==> src/rtl/hrle_pkg.sv <==
// Shared types and constants for the HTTP request line extractor.
// No dependencies; imported by the parser, the emitter, the top level and the bench.
package hrle_pkg;

  localparam int METHOD_CHARS_DEF = 16;
  localparam int PATH_CHARS_DEF   = 64;
  localparam int NUM_RECORDS      = 8;

  localparam logic [15:0] ETH_TYPE_IP  = 16'h0800;
  localparam logic [7:0]  IP_PROTO_TCP = 8'd6;
  localparam logic [3:0]  MIN_HDR_WORDS = 4'd5;
  localparam logic [7:0]  CH_SPACE     = 8'h20;
  localparam logic [7:0]  CH_NUL       = 8'h00;
  localparam logic [31:0] HTTP_WORD    = 32'h48545450;  // "HTTP"

  localparam logic [15:0] POS_TYPE_HI = 16'd12;
  localparam logic [15:0] POS_TYPE_LO = 16'd13;
  localparam logic [15:0] POS_IHL     = 16'd14;
  localparam logic [15:0] POS_PROTO   = 16'd23;
  localparam logic [15:0] POS_SRC_LO  = 16'd26;
  localparam logic [15:0] POS_SRC_HI  = 16'd29;
  localparam logic [15:0] POS_DST_LO  = 16'd30;
  localparam logic [15:0] POS_DST_HI  = 16'd33;
  localparam logic [15:0] TCP_DOFF_OFS = 16'd12;

  // store write port, driven by the parser
  typedef struct packed {
    logic       m_we;
    logic       p_we;
    logic       bank;
    logic [7:0] data;
  } hrle_wr_t;

  // run start, handed from parser to emitter on an accepted frame
  typedef struct packed {
    logic        valid;
    logic        bank;
    logic [31:0] src;
    logic [31:0] dst;
    logic [63:0] stamp;
  } hrle_run_t;

  function automatic logic [7:0] http_char(input logic [1:0] idx);
    return HTTP_WORD[{~idx, 3'b000} +: 8];
  endfunction

endpackage

==> src/rtl/hrle_store.sv <==
// Two-bank character store, rows of eight bytes, byte-wide writes.
// Depends on nothing but its parameters; one instance for method, one for path.
module hrle_store #(
  parameter int CHARS = 16,
  parameter int CW    = $clog2(CHARS)
) (
  input  logic          clk,
  input  logic          we,
  input  logic          wbank,
  input  logic [CW-1:0] wcnt,
  input  logic [7:0]    wdata,
  input  logic          re,
  input  logic          rbank,
  input  logic [2:0]    rk,
  output logic [63:0]   rdata
);

  localparam int ROWS  = (CHARS + 7) / 8;
  localparam int RAW   = (ROWS > 1) ? $clog2(ROWS) : 1;
  localparam int DEPTH = 2 << RAW;

  logic [63:0]  mem_r [DEPTH];
  logic [RAW:0] waddr;
  logic [RAW:0] raddr;

  assign waddr = {wbank, RAW'(wcnt >> 3)};
  assign raddr = {rbank, RAW'(rk)};

  // first character of a row sits in the top byte
  always_ff @(posedge clk) begin
    if (we) begin
      mem_r[waddr][{~wcnt[2:0], 3'b000} +: 8] <= wdata;
    end
  end

  always_ff @(posedge clk) begin
    if (re) begin
      rdata <= mem_r[raddr];
    end
  end

endmodule

==> src/rtl/hrle_parser.sv <==
// Per-byte header checks and request line capture for one frame at a time.
// Depends on hrle_pkg; drives the store write port and the emitter start.
module hrle_parser #(
  parameter int METHOD_CHARS = hrle_pkg::METHOD_CHARS_DEF,
  parameter int PATH_CHARS   = hrle_pkg::PATH_CHARS_DEF,
  parameter int MCW          = $clog2(METHOD_CHARS),
  parameter int PCW          = $clog2(PATH_CHARS)
) (
  input  logic               clk,
  input  logic               rst_n,
  input  logic               in_fire,
  input  logic [7:0]         in_byte,
  input  logic               in_last,
  input  logic [63:0]        in_time,
  output hrle_pkg::hrle_wr_t wr,
  output logic [MCW-1:0]     mcnt,
  output logic [PCW-1:0]     pcnt,
  output hrle_pkg::hrle_run_t run
);
  import hrle_pkg::*;

  typedef enum logic [2:0] {
    PH_HEADER,
    PH_METHOD,
    PH_PATH,
    PH_HTTP,
    PH_ACCEPT
  } phase_t;

  phase_t         phase_r, phase_nxt, ph;
  logic [15:0]    pos_r, pos_nxt;
  logic           ok_r, ok_nxt;
  logic [6:0]     tcp_r, tcp_nxt;
  logic [7:0]     pay_r, pay_nxt;
  logic [MCW-1:0] mcnt_r, mcnt_nxt;
  logic [PCW-1:0] pcnt_r, pcnt_nxt;
  logic [1:0]     match_r, match_nxt;
  logic [31:0]    src_r, src_nxt;
  logic [31:0]    dst_r, dst_nxt;
  logic [63:0]    time_r, time_nxt;
  logic           bank_r, bank_nxt;
  logic           m_we, p_we, done;

  always_comb begin
    pos_nxt   = pos_r;
    phase_nxt = phase_r;
    ok_nxt    = ok_r;
    tcp_nxt   = tcp_r;
    pay_nxt   = pay_r;
    mcnt_nxt  = mcnt_r;
    pcnt_nxt  = pcnt_r;
    match_nxt = match_r;
    src_nxt   = src_r;
    dst_nxt   = dst_r;
    time_nxt  = time_r;
    bank_nxt  = bank_r;
    m_we      = 1'b0;
    p_we      = 1'b0;
    done      = 1'b0;
    ph = (phase_r == PH_HEADER && pay_r != '0 && pos_r == 16'(pay_r)) ? PH_METHOD : phase_r;
    if (in_fire) begin
      if (pos_r == '0) time_nxt = in_time;
      if (ok_r) begin
        phase_nxt = ph;
        unique case (ph)
          PH_HEADER: begin
            if (pos_r == POS_TYPE_HI && in_byte != ETH_TYPE_IP[15:8]) ok_nxt = 1'b0;
            if (pos_r == POS_TYPE_LO && in_byte != ETH_TYPE_IP[7:0]) ok_nxt = 1'b0;
            if (pos_r == POS_IHL) begin
              if (in_byte[3:0] < MIN_HDR_WORDS) ok_nxt = 1'b0;
              else tcp_nxt = 7'(8'(POS_IHL) + {2'b00, in_byte[3:0], 2'b00});
            end
            if (pos_r == POS_PROTO && in_byte != IP_PROTO_TCP) ok_nxt = 1'b0;
            if (pos_r >= POS_SRC_LO && pos_r <= POS_SRC_HI) src_nxt = {src_r[23:0], in_byte};
            if (pos_r >= POS_DST_LO && pos_r <= POS_DST_HI) dst_nxt = {dst_r[23:0], in_byte};
            if (tcp_r != '0 && pos_r == 16'(tcp_r) + TCP_DOFF_OFS) begin
              if (in_byte[7:4] < MIN_HDR_WORDS) ok_nxt = 1'b0;
              else pay_nxt = 8'(tcp_r) + {2'b00, in_byte[7:4], 2'b00};
            end
          end
          PH_METHOD: begin
            if (mcnt_r < MCW'(METHOD_CHARS - 1) && in_byte != CH_SPACE) begin
              m_we     = 1'b1;
              mcnt_nxt = mcnt_r + 1'b1;
            end else begin
              phase_nxt = PH_PATH;
            end
          end
          PH_PATH: begin
            if (pcnt_r < PCW'(PATH_CHARS - 1) && in_byte != CH_SPACE && in_byte != CH_NUL) begin
              p_we     = 1'b1;
              pcnt_nxt = pcnt_r + 1'b1;
            end else begin
              phase_nxt = PH_HTTP;
              match_nxt = '0;
            end
          end
          PH_HTTP: begin
            if (in_byte != http_char(match_r)) ok_nxt = 1'b0;
            else if (match_r == 2'd3) phase_nxt = PH_ACCEPT;
            else match_nxt = match_r + 1'b1;
          end
          PH_ACCEPT: ;
          default: ;
        endcase
      end
      if (in_last) begin
        done      = ok_nxt && (phase_nxt == PH_ACCEPT);
        if (done) bank_nxt = ~bank_r;
        pos_nxt   = '0;
        phase_nxt = PH_HEADER;
        ok_nxt    = 1'b1;
        tcp_nxt   = '0;
        pay_nxt   = '0;
        mcnt_nxt  = '0;
        pcnt_nxt  = '0;
        match_nxt = '0;
        src_nxt   = '0;
        dst_nxt   = '0;
      end else if (pos_r != 16'hFFFF) begin
        pos_nxt = pos_r + 1'b1;
      end
    end
  end

  always_ff @(posedge clk) begin
    if (!rst_n) begin
      pos_r   <= '0;
      phase_r <= PH_HEADER;
      ok_r    <= 1'b1;
      tcp_r   <= '0;
      pay_r   <= '0;
      mcnt_r  <= '0;
      pcnt_r  <= '0;
      match_r <= '0;
      src_r   <= '0;
      dst_r   <= '0;
      time_r  <= '0;
      bank_r  <= 1'b0;
    end else begin
      pos_r   <= pos_nxt;
      phase_r <= phase_nxt;
      ok_r    <= ok_nxt;
      tcp_r   <= tcp_nxt;
      pay_r   <= pay_nxt;
      mcnt_r  <= mcnt_nxt;
      pcnt_r  <= pcnt_nxt;
      match_r <= match_nxt;
      src_r   <= src_nxt;
      dst_r   <= dst_nxt;
      time_r  <= time_nxt;
      bank_r  <= bank_nxt;
    end
  end

  assign wr.m_we   = m_we;
  assign wr.p_we   = p_we;
  assign wr.bank   = bank_r;
  assign wr.data   = in_byte;
  assign mcnt      = mcnt_r;
  assign pcnt      = pcnt_r;
  assign run.valid = done;
  assign run.bank  = bank_r;
  assign run.src   = src_r;
  assign run.dst   = dst_r;
  assign run.stamp = time_r;

  a_accept_ok: assert property (@(posedge clk) disable iff (!rst_n)
    phase_r == PH_ACCEPT |-> ok_r)
    else $error("accept phase with failed header");
  a_mcnt_max: assert property (@(posedge clk) disable iff (!rst_n)
    mcnt_r <= MCW'(METHOD_CHARS - 1))
    else $error("method count overrun");
  a_pcnt_max: assert property (@(posedge clk) disable iff (!rst_n)
    pcnt_r <= PCW'(PATH_CHARS - 1))
    else $error("path count overrun");

endmodule

==> src/rtl/hrle_emitter.sv <==
// Record sequencer: eight store reads per accepted frame, masked by count,
// through a read stage and an output register. Depends on hrle_pkg.
module hrle_emitter #(
  parameter int METHOD_CHARS = hrle_pkg::METHOD_CHARS_DEF,
  parameter int PATH_CHARS   = hrle_pkg::PATH_CHARS_DEF,
  parameter int MCW          = $clog2(METHOD_CHARS),
  parameter int PCW          = $clog2(PATH_CHARS)
) (
  input  logic                clk,
  input  logic                rst_n,
  input  hrle_pkg::hrle_run_t run,
  input  logic [MCW-1:0]      mcnt,
  input  logic [PCW-1:0]      pcnt,
  output logic                busy,
  output logic                rd_en,
  output logic                rd_bank,
  output logic [2:0]          rd_k,
  input  logic [63:0]         m_rdata,
  input  logic [63:0]         p_rdata,
  output logic                out_valid,
  input  logic                out_ready,
  output logic [31:0]         out_src,
  output logic [31:0]         out_dst,
  output logic [63:0]         out_stamp,
  output logic [2:0]          out_k,
  output logic [63:0]         out_method,
  output logic [63:0]         out_path,
  output logic                out_last
);
  import hrle_pkg::*;

  localparam int CMPW = ((MCW > PCW) ? MCW : PCW) + 6;

  logic           busy_r;
  logic [3:0]     iss_r;
  logic           s1_v_r;
  logic [2:0]     s1_k_r;
  logic           out_v_r;
  logic           bank_r;
  logic [31:0]    src_r, dst_r;
  logic [63:0]    stamp_r;
  logic [MCW-1:0] mcnt_r;
  logic [PCW-1:0] pcnt_r;
  logic [31:0]    o_src_r, o_dst_r;
  logic [63:0]    o_stamp_r, o_m_r, o_p_r;
  logic [2:0]     o_k_r;
  logic           out_free, move, issue;
  logic [63:0]    m_mask, p_mask;

  assign out_free = !out_v_r || out_ready;
  assign move     = s1_v_r && out_free;
  assign issue    = busy_r && !iss_r[3] && (!s1_v_r || out_free);

  always_comb begin
    for (int c = 0; c < NUM_RECORDS; c++) begin
      m_mask[63 - 8 * c -: 8] = (CMPW'({s1_k_r, 3'(c)}) < CMPW'(mcnt_r)) ?
                                m_rdata[63 - 8 * c -: 8] : 8'h00;
      p_mask[63 - 8 * c -: 8] = (CMPW'({s1_k_r, 3'(c)}) < CMPW'(pcnt_r)) ?
                                p_rdata[63 - 8 * c -: 8] : 8'h00;
    end
  end

  always_ff @(posedge clk) begin
    if (!rst_n) begin
      busy_r  <= 1'b0;
      iss_r   <= '0;
      s1_v_r  <= 1'b0;
      out_v_r <= 1'b0;
    end else begin
      if (run.valid) begin
        busy_r <= 1'b1;
        iss_r  <= '0;
      end
      if (issue) begin
        iss_r  <= iss_r + 1'b1;
        s1_v_r <= 1'b1;
      end else if (move) begin
        s1_v_r <= 1'b0;
      end
      if (move) begin
        out_v_r <= 1'b1;
        if (s1_k_r == 3'(NUM_RECORDS - 1)) busy_r <= 1'b0;
      end else if (out_ready) begin
        out_v_r <= 1'b0;
      end
    end
  end

  always_ff @(posedge clk) begin
    if (run.valid) begin
      bank_r  <= run.bank;
      src_r   <= run.src;
      dst_r   <= run.dst;
      stamp_r <= run.stamp;
      mcnt_r  <= mcnt;
      pcnt_r  <= pcnt;
    end
    if (issue) s1_k_r <= iss_r[2:0];
    if (move) begin
      o_src_r   <= src_r;
      o_dst_r   <= dst_r;
      o_stamp_r <= stamp_r;
      o_k_r     <= s1_k_r;
      o_m_r     <= m_mask;
      o_p_r     <= p_mask;
    end
  end

  assign busy       = busy_r;
  assign rd_en      = issue;
  assign rd_bank    = bank_r;
  assign rd_k       = iss_r[2:0];
  assign out_valid  = out_v_r;
  assign out_src    = o_src_r;
  assign out_dst    = o_dst_r;
  assign out_stamp  = o_stamp_r;
  assign out_k      = o_k_r;
  assign out_method = o_m_r;
  assign out_path   = o_p_r;
  assign out_last   = (o_k_r == 3'(NUM_RECORDS - 1));

  a_no_overlap: assert property (@(posedge clk) disable iff (!rst_n)
    run.valid |-> !busy_r)
    else $error("run started while previous run active");
  a_idle_empty: assert property (@(posedge clk) disable iff (!rst_n)
    !busy_r |-> !s1_v_r)
    else $error("read stage holds data while idle");
  a_iss_range: assert property (@(posedge clk) disable iff (!rst_n)
    iss_r <= 4'(NUM_RECORDS))
    else $error("issue count overrun");

endmodule

==> src/rtl/http_request_line_extractor.sv <==
// Top level of the HTTP request line extractor.
// Depends on hrle_pkg, hrle_parser, hrle_store and hrle_emitter.
//
// Usage:
//   Input stream carries one Ethernet frame byte per transfer; in_tlast marks
//   the final byte, and the time in in_tdata is latched on the first byte.
//   Headers are checked and the request line captured as the bytes go by, one
//   byte per cycle with no bubbles while in_tready is high.
//   When the last byte of a frame with a valid IPv4/TCP header and an HTTP
//   request line arrives, eight records go out on the output stream, the
//   eighth flagged by out_tlast. Rejected frames produce nothing.
//   The last-byte transfer reaches the output through the emitter's busy flag,
//   the store read and the output register; the run then sustains one record
//   per cycle while out_tready is high, set by the one store read per record.
//   The next frame's bytes are taken while a run drains; only a last byte is
//   held off (in_tready low) until the previous run has left the read stage.
//   A stalled out_tready holds the current record and backs up the run.
//   Reset clears all frame state; the character stores need no clearing.
module http_request_line_extractor #(
  parameter int METHOD_CHARS = hrle_pkg::METHOD_CHARS_DEF,
  parameter int PATH_CHARS   = hrle_pkg::PATH_CHARS_DEF
) (
  input  logic         clk,
  input  logic         rst_n,
  input  logic         in_tvalid,
  output logic         in_tready,
  input  logic [71:0]  in_tdata,   // pkt_byte[7:0], arrival_time[71:8]
  input  logic         in_tlast,
  output logic         out_tvalid,
  input  logic         out_tready,
  output logic [263:0] out_tdata,  // src_addr[31:0], dst_addr[63:32], stamp[127:64],
                                   // chunk_index[130:128], method_chunk[194:131],
                                   // path_chunk[258:195], zero pad[263:259]
  output logic         out_tlast
);
  import hrle_pkg::*;

  localparam int MCW = $clog2(METHOD_CHARS);
  localparam int PCW = $clog2(PATH_CHARS);

  hrle_wr_t       wr;
  hrle_run_t      run;
  logic [MCW-1:0] mcnt;
  logic [PCW-1:0] pcnt;
  logic           busy, rd_en, rd_bank;
  logic [2:0]     rd_k;
  logic [63:0]    m_rdata, p_rdata;
  logic           in_fire;
  logic [31:0]    o_src, o_dst;
  logic [63:0]    o_stamp, o_m, o_p;
  logic [2:0]     o_k;

  assign in_tready = !(in_tlast && busy);
  assign in_fire   = in_tvalid && in_tready;

  hrle_parser #(
    .METHOD_CHARS(METHOD_CHARS),
    .PATH_CHARS  (PATH_CHARS),
    .MCW         (MCW),
    .PCW         (PCW)
  ) u_parser (
    .clk    (clk),
    .rst_n  (rst_n),
    .in_fire(in_fire),
    .in_byte(in_tdata[7:0]),
    .in_last(in_tlast),
    .in_time(in_tdata[71:8]),
    .wr     (wr),
    .mcnt   (mcnt),
    .pcnt   (pcnt),
    .run    (run)
  );

  hrle_store #(
    .CHARS(METHOD_CHARS),
    .CW   (MCW)
  ) u_mstore (
    .clk  (clk),
    .we   (wr.m_we),
    .wbank(wr.bank),
    .wcnt (mcnt),
    .wdata(wr.data),
    .re   (rd_en),
    .rbank(rd_bank),
    .rk   (rd_k),
    .rdata(m_rdata)
  );

  hrle_store #(
    .CHARS(PATH_CHARS),
    .CW   (PCW)
  ) u_pstore (
    .clk  (clk),
    .we   (wr.p_we),
    .wbank(wr.bank),
    .wcnt (pcnt),
    .wdata(wr.data),
    .re   (rd_en),
    .rbank(rd_bank),
    .rk   (rd_k),
    .rdata(p_rdata)
  );

  hrle_emitter #(
    .METHOD_CHARS(METHOD_CHARS),
    .PATH_CHARS  (PATH_CHARS),
    .MCW         (MCW),
    .PCW         (PCW)
  ) u_emitter (
    .clk       (clk),
    .rst_n     (rst_n),
    .run       (run),
    .mcnt      (mcnt),
    .pcnt      (pcnt),
    .busy      (busy),
    .rd_en     (rd_en),
    .rd_bank   (rd_bank),
    .rd_k      (rd_k),
    .m_rdata   (m_rdata),
    .p_rdata   (p_rdata),
    .out_valid (out_tvalid),
    .out_ready (out_tready),
    .out_src   (o_src),
    .out_dst   (o_dst),
    .out_stamp (o_stamp),
    .out_k     (o_k),
    .out_method(o_m),
    .out_path  (o_p),
    .out_last  (out_tlast)
  );

  assign out_tdata = {5'b00000, o_p, o_m, o_k, o_stamp, o_dst, o_src};

endmodule

==> config.mk <==
export PLATFORM = sky130hd
export DESIGN_NAME = http_request_line_extractor
export DESIGN_NICKNAME = d
export VERILOG_FILES = /design/src/rtl/hrle_pkg.sv /design/src/rtl/hrle_store.sv /design/src/rtl/hrle_parser.sv /design/src/rtl/hrle_emitter.sv /design/src/rtl/http_request_line_extractor.sv
export SDC_FILE = /design/constraint.sdc
export NUM_CORES = 2
export LEC_CHECK = 0
export BUFFER_PORTS_ARGS = -buffer_cell sky130_fd_sc_hd__buf_2
export CAP_MARGIN = 30
export CORE_MARGIN = 2
export CORE_UTILIZATION = 50
export DETAILED_ROUTE_END_ITERATION = 8
export GPL_TIMING_DRIVEN = 0
export PLACE_DENSITY = 0.7
export REMOVE_ABC_BUFFERS = 1
export SLEW_MARGIN = 40
export SYNTH_ARGS = -nofsm -noshare
export SYNTH_HDL_FRONTEND = slang
export SYNTH_SLANG_ARGS = --single-unit
==> constraint.sdc <==
create_clock -name clk -period 15.56 [get_ports clk]
set_input_delay 3.112 -clock clk [delete_from_list [all_inputs] [get_ports clk]]
set_output_delay 3.112 -clock clk [all_outputs]
set_load 0.1 [all_outputs]
; After elaboration in Yosys (flattened, before gate mapping)
; Memory sizes are Yosys's and may differ from the RTL's. A register that Yosys moved wholly into a read port is not among the register bits.
; Index checks and enable logic that the tools add are counted.
[totals]
reg_bits = 584
ramBits = 1280
output_inout_bits = 267
n_memories = 2
[classes]
n_addsub = 10
order_cmp = 24
n_eq_ne = 23
shifts = 5
muxes = 78
bitwise = 4
reduce_logical = 54
[mem_list]
columns = name, words, word_bits, rd, rd_clocked_by_memory_dff, write_ports, line_no
row1 = u_pstore.mem_r, 16, 64, 1, 1, 1, hrle_store.sv:22  ; logic [63:0] mem_r [DEPTH];
row2 = u_mstore.mem_r, 4, 64, 1, 1, 1, hrle_store.sv:22
[ops]
columns = cell, count
row1 = 2-to-1 mux 32 bit, 8
row2 = 2-to-1 mux 64 bit, 2
row3 = variable shift 8 x 8 -> 64 bit (first input constant), 2
row4 = variable part select 8 x 8 -> 64 bit, 2
row5 = equality test 16 x 4 -> 1 bit (second input constant), 3
row6 = < comparator 6 x 4 -> 1 bit, 8
row7 = < comparator 6 bit, 8
row8 = 2-to-1 mux 8 bit, 5
row9 = 2-to-1 mux 7 bit, 5
row10 = greater-or-equal comparator 16 x 5 -> 1 bit (second input constant), 2
row11 = 2-to-1 mux 16 bit, 2
row12 = variable part select 32 x 6 -> 8 bit (first input constant), 1
row13 = 2-to-1 mux 1 bit, 30
row14 = nonzero test 2 bit, 14
row15 = 2-to-1 mux 3 bit, 8
row16 = 2-to-1 mux 4 bit, 6
row17 = 2-to-1 mux 6 bit, 4
row18 = logical AND 1 bit, 17
row19 = adder 16 x 1 -> 16 bit (second input constant), 1
row20 = equality test 16 bit, 1
row21 = equality test 16 x 5 -> 1 bit (second input constant), 1
row22 = equality test 16 x 8 -> 1 bit, 1
row23 = <= comparator 16 x 5 -> 1 bit (second input constant), 1
row24 = <= comparator 16 x 6 -> 1 bit (second input constant), 1
row25 = other kinds (40), 65

; Longest topological paths before layout
[depth]
depth_word = 18
mapped_depth = 12
mapped_depth_nobuf = 8

; Cells and area by module
; A second synthesis with hierarchy kept.
[hier_totals]
cells_unflattened = 4036
hier_area_um2 = 74815.5
[modules_own_cells]
columns = mod, n_inst, cells_per_inst, area_each_um2, seq_area_each_um2
row1 = hrle_store at u_pstore, 1, 1904, 41434.7, 32671.3
row2 = hrle_emitter, 1, 613, 13584.3, 12181.7
row3 = hrle_store at u_mstore, 1, 547, 12070.3, 9609.2
row4 = hrle_parser, 1, 964, 7673.6, 3483.3
row5 = http_request_line_extractor, 1, 8, 52.6, 0.0

; Worst setup path before layout
; No wires, ideal clock.
[synth_path]
path_kind = input-to-reg
from = in out_tready
to = reg u_emitter.busy_r, in the netlist u_emitter.busy
setup_time_ps = 126
arrival_time_ps = 16066
required_ps = 15434
path_slack_ps = -632
cell_stages = 5
path_buffers = 0
path_cell_list = nor2b_1 nor2b_1 a41o_1 nor3_1 o2bb2ai_1
[synth_between]
elab_chain_len = 3
[synth_rtl]
columns = item, line_no
row1 = from (decl), http_request_line_extractor.sv:30  ; input logic out_tready,
row2 = logical OR 1 bit, hrle_emitter.sv:50  ; assign out_free = !out_v_r || out_ready;
row3 = logical AND 1 bit, hrle_emitter.sv:51  ; assign move = s1_v_r && out_free;
row4 = named net u_emitter.move, hrle_emitter.sv:47  ; logic out_free, move, issue;
row5 = 2-to-1 mux 1 bit, hrle_emitter.sv:80  ; if (move) begin
row6 = to (signal assigned), hrle_emitter.sv:65  ; busy_r <= 1'b0;
row7 = to (signal assigned), hrle_emitter.sv:71  ; busy_r <= 1'b1;
row8 = to (signal assigned), hrle_emitter.sv:82  ; if (s1_k_r == 3'(NUM_RECORDS - 1)) busy_r <= 1'b0;
row9 = to (decl), hrle_emitter.sv:34  ; logic busy_r;
; The timed path passes the listed nets, and every way through them passes these cells.
; A chain may end at the register's enable or synchronous reset.

; Final worst setup path
[layout_path]
from = in in_tlast
to = out in_tready
[layout_between]
elab_chain_len = 2
[layout_rtl]
columns = item, line_no
row1 = from (decl), http_request_line_extractor.sv:28  ; input logic in_tlast,
row2 = logical AND 1 bit, http_request_line_extractor.sv:53  ; assign in_tready = !(in_tlast && busy);
row3 = logical NOT 1 bit, http_request_line_extractor.sv:53
row4 = to (decl), http_request_line_extractor.sv:26  ; output logic in_tready,
; No other way between the ends.

==> metrics.md <==
| Metric | Value |
|---|---|
| Post-CTS sizing | `0` |
| R2R Path End | `u_pstore.mem_r[15][36]$_DFFE_PP_` |
| Count of cell types in the netlist | `77` |
| Final cell count without fillers | `6,357` |
| Startpoint Class | `input pin` |
| Number of global-route vias before repair | `37,400` |
| Worst slew margin | `32.3%` |
| P_int | `8.39 mW` |
| Post-Route WL | `roughly 160,000 um` |
| Die ar. | `between 150,000 and 200,000 um^2` |
| Clock root buffer | `clkbuf_16` |
| Starting DRC count in detailed routing | `around 3,900` |
| DP Area | `between 70,000 and 80,000 um^2` |
| Slew @ Worst Pin | `1.01 ns` |
| Area of the multi-input gates | `16,200 um^2` |
| Max-cap viol count | `0` |
| Clk sinks | `1,990` |
| Leading cell type in the layout, fill and taps excluded | `edfxtp_1` |
| Setup bufs post-CTS | `0` |
| Max-slew violations | `0` |
| Clock tree buffer depth | `3` |
| Per-cell routed wire length | `25.3 um` |
| Worst min path class | `reg -> reg` |
| Placed cells | `5,988` |
| Critical path required time | `12.45 ns` |
| Grt ovf | `0` |
| Reg-to-reg critical path startpoint | `u_parser.pcnt[0]$_SDFFE_PN0P_` |
| Port Buffers | `338` |
| Mapped Cells | `between 3,000 and 4,000` |
| Leakage | `~26 nW` |
| Syn_area_per_cell | `19.5 um^2` |
| Final Critical Period | `7.47 ns` |
| Synth Register Bits | `1,990` |
| Die Y-Extent | `between 300 and 400 um` |
| Hold Crit Depth | `0` |
| Reg2Reg Depth | `6` |
| Post-route design area | `86,100 um^2` |
| DRC violations left | `0` |
| Reg2reg setup slack | `11.27 ns` |
| Drt first pass iters | `6` |
| Flop pwr share | `55.1%` |
| CP Max Fanout | `26` |
| I/O Pins | `344` |
| Tot GR Track Use | `21.2%` |
| Hold endpoint | `u_emitter.out_src[26]$_DFFE_PP_` |
| Detailed-route via count | `37,000` |
| Status | `finished, final reports clean` |
| Cell Pwr Density | `122 nW/um^2` |
| Worst-Skew Late Latency | `roughly 0.84 ns` |
| Async SR Flop Fraction | `0%` |
| Max VDD drop | `0.000120 V` |
| Switch share | `19.8%` |
| Largest net degree at the start of global routing | `between 90 and 100` |
| Yosys warning count | `0` |
| Core region area | `around 150,000 um^2` |
| Total power | `10.5 mW` |
| Final setup vio count | `0` |
| Num rows | `141` |
| Clock transition at path regs | `0.06 ns` |
| Hold wc startpoint | `u_emitter.src_r[26]$_DFFE_PP_` |
| CTS tree | `yes` |
| H-tree levels | `4` |
| Final nets | `4,359` |
| Vias/cell | `roughly 6` |
| Seq/Total Area, Yosys | `roughly 78%` |
| RSZ-0062 raised after global routing | `false` |
| Commonest non-fill, non-tap cells in the layout | `edfxtp_1 (1,809), mux4_2 (384), buf_2 (351)` |
| Initial Util | `50.4%` |
| Number of synthesized flops with an enable pin | `around 1,800` |
| Area Growth Syn to Fin | `15.8%` |
| Initial antenna violation count | `8` |
| FILL cells | `roughly 10,000` |
| Hpwl dp | `roughly 100,000 um` |
| Die width | `a little under 400 um` |
| Tcrit/Tclk final | `around half` |
| Synth Flop Type | `edfxtp_1` |
| Critical Path End Type | `output pin` |
| Logic pwr share | `approximately 1.0%` |
| Synth Cell Area | `about 74,000 um^2` |
| Final hold violation count | `0` |
| RePlAce Congestion | `0.811` |
| Share of cells above drive strength 1 | `28.7%` |
| CTS Buf Count | `roughly 190` |
| First-pass GRT wire length | `between 200,000 and 250,000 um` |
| Register area | `58,000 um^2` |
| Antenna Nets Post-Route | `0` |
| Clock network power share | `around 44%` |
| Clock Skew | `approximately 0.041 ns` |
| Psw | `2.08 mW` |
| Post-CTS Hold Buffers | `0` |
| WP data arrival | `4.36 ns` |
| Critical path class | `in -> out` |
| Fmax achieved | `134 MHz` |
critical path, cell delays in order:
cell     delay (ns)
buf_2          0.50
nand2_1        0.35
buf_2          0.39
stage by stage:
step | util [%] | TNS, ns | worst slack [ns] | hold slack [ns]
after floorplan | - | -0.632 | -0.632 | 0.400
after global placement | 52.6 | -2455.17 | -7.84 | 0.401
after detailed placement | 54.0 | 0 | 7.58 | 0.405
after CTS | 58.2 | 0 | 8.15 | 0.407
after global routing | 58.3 | 0 | 8.11 | 0.418
final | 58.3 | 0 | 8.09 | 0.409
power groups by stage:
| stage | logic (mW) | registers, mW | clock network (mW) |
|---|---|---|---|
| floorplan | 0.0476 | 5.88 | 0 |
| global placement | 0.0981 | 5.88 | 0 |
| detailed placement | 0.105 | 5.88 | 0 |
| CTS | 0.106 | 5.77 | 4.66 |
| global route | 0.115 | 5.77 | 4.86 |
| finish | 0.106 | 5.77 | 4.59 |
routing by layer:
| layer | vias to the layer above | part of all wire (%) | track usage, % |
|---|---|---|---|
| li1 | 16100 | - | - |
| met1 | 19200 | 40 | 28.5 |
| met2 | 1524 | 50 | 35.3 |
| met3 | 256 | 7.7 | 4.25 |
| met4 | 2 | 2.4 | 6.50 |
| met5 | - | 0.0081 | 0 |
how the worst max path moves through the flow:
| stage | end | cells after the start | startpoint | slack [ns] |
|---|---|---|---|---|
| 2_1_floorplan | u_emitter.busy$_SDFF_PN0_ | 5 | out_tready | -0.63 |
| 3_3_place_gp | u_emitter.busy$_SDFF_PN0_ | 6 | out_tready | -7.84 |
| 3_5_place_dp | u_pstore.mem_r[2][25]$_DFFE_PP_ | 9 | in_tdata[1] | 7.58 |
| 4_1_cts | in_tready | 3 | in_tlast | 8.15 |
| 5_1_grt | in_tready | 3 | in_tlast | 8.11 |
| 6_report | in_tready | 3 | in_tlast | 8.09 |
kinds of logic (layout without fill, tap and decap cells):
group / count (synthesis) / in the layout / synth area share, %
fa+ha+maj: 29 / 29 / 0.498
mux: 388 / 388 / 11.7
flops: 1990 / 1990 / 77.9
simple gates: 894 / 894 / 5.98
buf+inv: 238 / 835 / 1.27
compound gates: 246 / 246 / 2.27
other cells: 1 / 11 / 0.00504
xor+xnor: 34 / 34 / 0.400
sequential cells by signal, indices dropped and copies added (netlist names), 7 cells and up:
| signal | count |
|---|---|
| u_parser.time_r | 64 |
| u_mstore.mem_r | 256 |
| u_mstore.rdata | 64 |
| u_emitter.src_r | 32 |
| u_emitter.dst_r | 32 |
| u_emitter.out_stamp | 64 |
| u_pstore.rdata | 64 |
| u_parser.src_r | 32 |
| u_parser.pos_r | 16 |
| u_emitter.stamp_r | 64 |
| u_emitter.out_path | 64 |
| u_pstore.mem_r | 1024 |
| u_emitter.out_src | 32 |
| u_parser.dst_r | 32 |
| u_emitter.out_dst | 32 |
| u_emitter.out_method | 64 |
| u_parser.pay_r | 7 |
cells in the mapped netlist, drive strengths merged, types with 33 or more instances:
cell type  instances  area share (%)
mux4             384              12
edfxtp          1809              73
nor2             278             1.4
a22oi             33            0.33
inv               40            0.20
buf               51            0.33
and2             191             1.6
nand2            183            0.92
clkbuf           147            0.74
a21oi             95            0.64
nor3              64            0.43
dfxtp            181             4.9
cell type report:
type,instances,share of cell area (%)
Multi-Input combinational cell,1596,18.8
Timing Repair Buffer,432,3.63
Sequential cell,1990,67.3
Clock buffer,262,6.00
Tap cell,1930,2.80
Clock inverter,101,1.27
Antenna cell,6,0.0174
Inverter,40,0.192
(Power assumes the default switching activity.)
